==> src/hdl/clm_pkg.sv <==
// shared types and constants for the code line map floor lookup
// used by clm_ctrl, clm_dp and code_line_map_floor_lookup
package clm_pkg;

   localparam int MAX_LINES = 1024;
   localparam int IDX_W     = $clog2(MAX_LINES);
   localparam int LINE_W    = IDX_W + 1;
   localparam int MOD_W     = 8;
   localparam int OFF_W     = 32;
   localparam int CNT_W     = 2;
   localparam int ENTRY_W   = LINE_W + MOD_W + OFF_W;
   localparam int REQ_W     = 56;
   localparam int RSP_W     = 56;

   localparam logic [1:0] OP_EMIT   = 2'd0;
   localparam logic [1:0] OP_RECORD = 2'd1;
   localparam logic [1:0] OP_LOOKUP = 2'd2;

   localparam logic [1:0] STAT_OK         = 2'd0;
   localparam logic [1:0] STAT_PAGE_FULL  = 2'd1;
   localparam logic [1:0] STAT_TABLE_FULL = 2'd2;
   localparam logic [1:0] STAT_NOT_FOUND  = 2'd3;

   typedef enum logic [1:0] {
      S_IDLE,
      S_SEARCH,
      S_CHECK,
      S_DONE
   } state_type;

   typedef struct packed {
      logic accept;
      logic probe;
      logic check;
      logic finish;
   } cmd_type;

   typedef struct packed {
      logic req_lookup;
      logic search_open;
      logic hit;
      logic out_busy;
   } stat_type;

endpackage

==> src/hdl/clm_ctrl.sv <==
// sequencer for the code line map: accept, binary search probes, result load
// depends on clm_pkg
module clm_ctrl (
   input  logic              clock,
   input  logic              reset,
   input  logic              req_tvalid,
   output logic              req_tready,
   input  clm_pkg::stat_type stat,
   output clm_pkg::cmd_type  cmd
);

   clm_pkg::state_type state_ff, state_in;

   always_ff @(posedge clock) begin
      if (reset) begin
         state_ff <= clm_pkg::S_IDLE;
      end else begin
         state_ff <= state_in;
      end
   end

   always_comb begin
      state_in   = state_ff;
      cmd        = '0;
      req_tready = 1'b0;
      case (state_ff)
         clm_pkg::S_IDLE: begin
            req_tready = 1'b1;
            if (req_tvalid) begin
               cmd.accept = 1'b1;
               state_in   = stat.req_lookup ? clm_pkg::S_SEARCH : clm_pkg::S_DONE;
            end
         end
         clm_pkg::S_SEARCH: begin
            if (stat.search_open) begin
               cmd.probe = 1'b1;
               state_in  = clm_pkg::S_CHECK;
            end else begin
               state_in = clm_pkg::S_DONE;
            end
         end
         clm_pkg::S_CHECK: begin
            cmd.check = 1'b1;
            state_in  = stat.hit ? clm_pkg::S_DONE : clm_pkg::S_SEARCH;
         end
         clm_pkg::S_DONE: begin
            if (!stat.out_busy) begin
               cmd.finish = 1'b1;
               state_in   = clm_pkg::S_IDLE;
            end
         end
         default: begin
            state_in = clm_pkg::S_IDLE;
         end
      endcase
   end

endmodule

==> config.mk <==
export PLATFORM = sky130hd
export DESIGN_NAME = clm_ctrl
export DESIGN_NICKNAME = d
export VERILOG_FILES = /design/src/hdl/clm_pkg.sv /design/src/hdl/clm_ctrl.sv
export SDC_FILE = /design/constraint.sdc
export NUM_CORES = 1
export LEC_CHECK = 0
export BUFFER_PORTS_ARGS = -buffer_cell sky130_fd_sc_hd__buf_2
export CAP_MARGIN = 40
export CORE_AREA = 2 2 39 41
export CTS_BUF_LIST = sky130_fd_sc_hd__clkbuf_4 sky130_fd_sc_hd__clkbuf_8 sky130_fd_sc_hd__clkbuf_16
export DETAILED_ROUTE_END_ITERATION = 6
export DIE_AREA = 0 0 41 43
export GPL_TIMING_DRIVEN = 0
export PLACE_DENSITY_LB_ADDON = 0.2
export SYNTH_ARGS = -nofsm -noshare
export SYNTH_HDL_FRONTEND = slang
export SYNTH_SLANG_ARGS = --single-unit
==> constraint.sdc <==
create_clock -name clock -period 1.1 [get_ports clock]
set_clock_uncertainty 0.05 [all_clocks]
set_input_delay 0.11 -clock clock [delete_from_list [all_inputs] [get_ports clock]]
set_output_delay 0.11 -clock clock [all_outputs]
set_load 0.005 [all_outputs]
==> summary.txt, run 1 <==
Setup path
  • CP bufs+invs: 1
  • CP max stage delay: 0.36 ns
  • Slowest CP cell: dfxtp_4
  • Crit path arrival time: 0.92 ns
  • Required time at the worst-slack endpoint: 0.94 ns
  • Setup crit start kind: register
  • Reg-to-reg startpoint: state_ff[0]$_SDFFE_PP0P_
  • CP Class: register to output port
  • Ordered cell list for the critical path: nor2_4 -> and2_4 -> buf_6
  • Worst Setup SP: state_ff[0]$_SDFFE_PP0P_
  • Critical path peak fanout: 6
  • CP endpoint kind: output port
  • CP delay by family, top: flip-flops

Clock tree
  • CTS tree: yes
  • Clock Path Buffers: 2
  • CTS root buffer: clkbuf_4
  • Clk_lat worst skew: 0.23 ns
  • # clock sinks: 2
  • Htree depth: 1
  • Clk pin slew, worst setup/hold paths: 0.03 ns
  • Total CTS buffers: 3

STA
  • Hold_ws: about 0.10 ns
  • Final Max Slew Viols: 0
  • Endpoints failing setup: 0
  • Final Worst Setup Slack: 0.01552 ns
  • Worst slew margin: just under 90%
  • Fin. Hold Viols: 0
  • Slew @ Worst Pin: 0.1641 ns
  • Peak Freq: a little over 900 MHz
  • RSZ-0062 raised after global routing: true
  • Post-route clock period utilization: 98.59%
  • Clock period minus worst slack: ~1.1 ns

Pwr
  • Power Dens Cells: 1326 nW/um^2
  • Comb power frac: 29.8%
  • Peak VDD IR: between 200 and 300 uV
  • Leakage: 0.1404 nW
  • Clock power frac: 43.9%
  • Sequential power share: 26.3%
  • Switch share: 26.88%
  • NetSw: between 0.1 and 0.15 mW
  • Internal: approximately 0.28 mW

Yosys
  • Count leader, synth: nand2b_1
  • Syn. warnings: 0
  • Post-synthesis simple-gate area fraction: 39.22%
  • #FFs+latches synth: 2
  • Post-synthesis compound-gate area fraction: 18.63%
  • Number of flops mapped to enable cells by yosys: 0
  • Xor/xnor share of the synthesized area: 0%
  • Seq/Total Area, Yosys: 31.37%
  • Mux cell area share after synthesis: 7.843%
  • Syn_nets: 21
  • Synthesized area per cell: 9.116 sq um
  • Synth top area share: 31.37%
  • Synth area leaders: dfxtp_1, nand2b_1, a221oi_2
  • Largest family of logic cells by synthesized area: simple AND/OR/NAND/NOR gates
  • Top FF cell, synth: dfxtp_1
  • Largest area contributor in the netlist: dfxtp_1
  • Cell variety after synth: 10
  • Netlist area before placement: 127.6 sq um
  • Synth async-reset ratio: 0%
  • Synth cell count leaders: nand2b_1, dfxtp_1, nor2_1
  • Synth Area in Adders: 0%
  • Post-Syn Instances: 14

Global route
  • Total grt overflow: 0
  • Largest net degree at the start of global routing: 8
  • Vias in the first global route: about 160
  • GRT Total Usage: 5.400%
  • Initial antenna violation count: 0
  • First-pass GRT wire length: 579 um

Finish
  • Design Area, Final: 287.8 sq um
  • ANT cells: 0
  • Final #Nets: 41
  • Flip-flop count of the largest register after layout: 2
  • Largest register by flop count: state_ff
  • Layout area overhead: 125.5%
  • Layout cell share with drive strength beyond 1: 78.13%
  • Largest regs: state_ff (2)

Placed design
  • Placed cell areas: between 200 and 250 sq um
  • Final Wtd Congestion: between 0.5 and 0.6
  • Post-Place Worst Slack: between 0.1 and 0.15 ns
  • Final HPWL DP: 298.9 um
  • IO buf count: 11

Detailed routing
  • Wire per inst: 8.625 um
  • Routed Antenna Nets: 0
  • # DRC: 0
  • Via/cell ratio: 3.438
  • Routed vias: 165
  • DR iter-0 viols: 1
  • Final WL: 414 um
  • Drt first pass iters: 4

Floorplan
  • Die width: 41 um
  • Core area: 1384 sq um
  • Die height: 43 um
  • Die Footprint: 1763 sq um
  • Row Count: 14
  • Initial Util: between 9 and 10%
  • IO Pins: 12

Status
  • Status: finished clean

Run
  • Max cap viols: 0

Worst hold path
  • Worst min path class: input port to register
  • Hold_sp: stat[3]
==> worst min-delay path: stages <==
cell,delay [ns]
buf_2,0.07
nand2b_1,0.10
a221oi_2,0.05
==> metrics by stage <==
step | total power [mW] | TNS, ns | cells | utilization, %
final | 0.3816 | 0 | 48 | 20.80
after detailed placement | 0.1685 | 0 | 41 | 14.65
after global routing | 0.4113 | -0.03331 | 48 | 20.80
after floorplan | 0.1319 | 0 | 14 | -
after global placement | 0.1674 | 0 | 41 | 14.65
after CTS | 0.3669 | -0.02801 | 45 | 18.08
==> layer usage <==
metal	GRT usage [%]	vias to the layer above	wire length, um
li1	-	87	-
met1	7.302	69	201
met2	5.938	9	174
met3	0	0	38
met4	8.000	0	0
met5	0	-	0
==> cells by family (layout without fill, tap and decap cells) <==
family / Yosys count / count (layout)
AND/OR/NAND/NOR: 8 / 8
AO/OA/AOI/OAI: 2 / 2
flip-flops: 2 / 2
multiplexers: 1 / 1
buffers and inverters: 1 / 19
==> cells in the final DEF (no fill, tap or decap), drive strengths merged <==
cell type	netlist	layout
a221oi	1	1
a311oi	1	1
and2	1	1
and3	1	1
and3b	1	1
buf	0	14
clkbuf	0	3
dfxtp	2	2
dlygate4sd3	0	1
inv	1	1
mux2i	1	1
nand2b	3	3
nor2	2	2
==> power by group through the flow <==
stage	logic [mW]	clock network (mW)	registers, mW
6_report	0.114	0.167	0.101
5_1_grt	0.122	0.187	0.102
4_1_cts	0.0798	0.186	0.102
3_5_place_dp	0.0733	0	0.0952
3_3_place_gp	0.0718	0	0.0956
2_1_floorplan	0.0391	0	0.0927
==> final cells by class <==
type	count	area, sq um
Fill cell	163	1096
Timing Repair Buffer	15	100.1
Multi-Input combinational cell	11	93.84
Sequential cell	2	47.55
Clock buffer	3	22.52
Tap cell	16	20.02
Inverter	1	3.754
==> final timing paths <==
kind / to / slack [ns] / depth (start not counted)
max reg2reg: state_ff[1]$_SDFFE_PP0P_ / 0.08 / 3
max: cmd[3] / 0.02 / 3
min reg2reg: state_ff[0]$_SDFFE_PP0P_ / 0.48 / 2
min: state_ff[1]$_SDFFE_PP0P_ / 0.1 / 3
==> what timing repair did <==
action	CTS	global route
endpoints found under the hold margin	1	0
setup endpoints to repair	5	3
resized for setup	6	4
buffers inserted	0	3
pin swaps	0	3
hold buffers	1	0
Note: power is estimated with default switching activity, not from simulation.
==> run 2: changes to the inputs <==
ABC_AREA = 1   (was unset)
==> run 2 against run 1 <==
  * Clock power is 3% lower
  * Worst hold slack better by 0.013 ns
  * Combinational power is 8% lower
==> summary.txt, run 2 <==
Yosys
  • Top FF cell, synth: dfxtp_1
  • Synthesized area per cell: 6.018 sq um
  • Largest area contributor in the netlist: dfxtp_1
  • Number of flops mapped to enable cells by yosys: 0
  • Synth async-reset ratio: 0%
  • Synth top area share: about a third
  • Syn. warnings: 0
  • #FFs+latches synth: 2
  • Synth cell count leaders: nand2_1, inv_1
  • Seq/Total Area, Yosys: around a third
  • Count leader, synth: nand2_1
  • Synth area leaders: dfxtp_1, nand2_1, inv_1
  • Cell variety after synth: 10
  • Syn_nets: 28
  • Post-Syn Instances: 21
  • Netlist area before placement: between 100 and 150 sq um

Global route
  • Total grt overflow: 0
  • Largest net degree at the start of global routing: 8
  • Vias in the first global route: 176
  • GRT Total Usage: 5.606%
  • Initial antenna violation count: 0
  • First-pass GRT wire length: 621 um

Finish
  • Layout area overhead: 111.9%
  • ANT cells: 0
  • Commonest non-fill, non-tap cell in the layout: buf_2
  • Layout Cells excl Fill: 54
  • Largest regs: state_ff (2)
  • Largest register by flop count: state_ff
  • Flip-flop count of the largest register after layout: 2
  • Layout cell share with drive strength beyond 1: 60.53%
  • Most frequent cells in the layout: buf_2, nand2_1, clkbuf_4
  • Design Area, Final: 267.8 sq um
  • Final #Nets: 47

Detailed routing
  • # DRC: 0
  • Routed Antenna Nets: 0
  • Wire per inst: approximately 7.1 um
  • Via/cell ratio: 3.574
  • DR iter-0 viols: 0
  • Final WL: 382 um
  • Routed vias: 193
  • Drt first pass iters: 1

Setup path
  • R2r worst-path depth: 4
  • Slowest CP cell: dfxtp_4
  • Reg-to-Reg End: state_ff[1]$_SDFFE_PP0P_
  • Critical path peak fanout: 7
  • CP Class: register to output port
  • CP endpoint kind: output port
  • Reg-to-reg startpoint: state_ff[0]$_SDFFE_PP0P_
  • Crit path arrival time: 0.89 ns
  • Required time at the worst-slack endpoint: 0.94 ns
  • Ordered cell list for the critical path: nor3_1 -> buf_2
  • CP max stage delay: ~0.35 ns
  • R2R Setup Slk: 0.20 ns
  • Setup crit start kind: register

Placed design
  • Final HPWL DP: 291.3 um
  • IO buf count: 11
  • Final Wtd Congestion: 0.5181
  • Placed cell areas: 201.4 sq um
  • Cells after DPL: 48

Clock tree
  • CTS root buffer: clkbuf_4
  • Clk pin slew, worst setup/hold paths: 0.03 ns
  • Clock Path Buffers: 2
  • # clock sinks: 2
  • CTS tree: yes
  • Total CTS buffers: 3
  • Clk_lat worst skew: 0.22 ns
  • Htree depth: 1

Floorplan
  • IO Pins: 12
  • Core area: 1384 sq um
  • Die height: roughly 43 um
  • Initial Util: under 10%
  • Row Count: 14
  • Die width: between 40 and 50 um
  • Die Footprint: 1763 sq um

STA
  • Clock period minus worst slack: 1.046 ns
  • Fin. Hold Viols: 0
  • RSZ-0062 raised after global routing: true
  • Worst slew margin: 89.66%
  • Final Max Slew Viols: 0
  • Endpoints failing setup: 0
  • Post-route clock period utilization: 95.09%
  • Hold_ws: 0.1124 ns
  • Peak Freq: 956.1 MHz
  • Slew @ Worst Pin: 0.1534 ns

Status
  • Status: finished clean

Worst hold path
  • Hold Crit Endpoint: state_ff[1]$_SDFFE_PP0P_
  • Worst min path class: input port to register
  • Hold path depth: 4
  • Hold_sp: stat[3]

Pwr
  • Power Dens Cells: ~1400 nW/um^2
  • Total power: 0.3725 mW
  • Peak VDD IR: 306.6 uV
  • Leakage: between 0.1 and 0.15 nW

Run
  • Max cap viols: 0
-- run 2: changes by cell type in the layout (fill, tap and decap cells not counted), sizes merged, moves of 2 or more --
cell / previous run / this run
nand2: 0 / 6
nand2b: 3 / 0
a21oi: 0 / 2
inv: 1 / 3
nor3: 0 / 2
o21ai: 0 / 2
-- run 2: area by class of cell --
cell class	count	area (sq um)
fill	164	1116
timing repair buffer	14	83.83
multi-input combinational	16	82.58
sequential	2	47.55
clock buffer	3	22.52
tap	16	20.02
inverter	3	11.26
-- run 2: cell families after synthesis --
group / synth area share, %
and+or+nand+nor: 40.59
buffers and inverters: 8.910
DFF: 31.68
AOI/OAI and AO/OA: 18.81
-- run 2: critical path: cells and delay by family (launching register included) --
family	cells	cell delay, ns
buffers and inverters	1	0.14
DFF	1	0.35
and+or+nand+nor	1	0.17
-- run 2: repair_timing --
action / CTS / global route
setup buffers: 1 / 1
endpoints found under the setup margin: 3 / 3
resized for setup: 4 / 4
cloned: 0 / 0
hold buffers: 1 / 0
endpoints found under the hold margin: 2 / 0
pin swaps: 1 / 0
-- run 2: layer usage --
layer | vias up | part of all wire (%) | GRT usage, %
li1 | 102 | - | -
met1 | 81 | 39 | 4.777
met2 | 10 | 52 | 8.125
met3 | 0 | 8.9 | 3.141
met4 | 0 | 0 | 6.000
met5 | - | 0 | 0
-- run 2: power breakdown --
part	internal, mW	total (mW)	switching, mW
logic	0.0581	0.105	0.0474
registers	0.0861	0.105	0.0187
clock network	0.120	0.162	0.0418
-- run 2: worst max path at each step --
| stage | from | endpoint | slack (ns) | cells past startpoint |
|---|---|---|---|---|
| after floorplan | state_ff[1]$_SDFFE_PP0P_ | state_ff[0]$_SDFFE_PP0P_ | 0.26 | 4 |
| after global placement | state_ff[1]$_SDFFE_PP0P_ | cmd[0] | 0.13 | 3 |
| after detailed placement | state_ff[1]$_SDFFE_PP0P_ | cmd[0] | 0.12 | 3 |
| after CTS | state_ff[0]$_SDFFE_PP0P_ | cmd[0] | 0.001 | 3 |
| after global routing | state_ff[0]$_SDFFE_PP0P_ | cmd[0] | -0.02 | 3 |
| final | state_ff[1]$_SDFFE_PP0P_ | cmd[3] | 0.05 | 2 |
-- run 2: stage by stage --
stage	worst slack, ns	TNS [ns]	util (%)
floorplan	0.2573	0	-
CTS	0.001326	0	17.99
global placement	0.1306	0	14.56
detailed placement	0.1233	0	14.56
global route	-0.01729	-0.01777	19.35
finish	0.05406	0	19.35
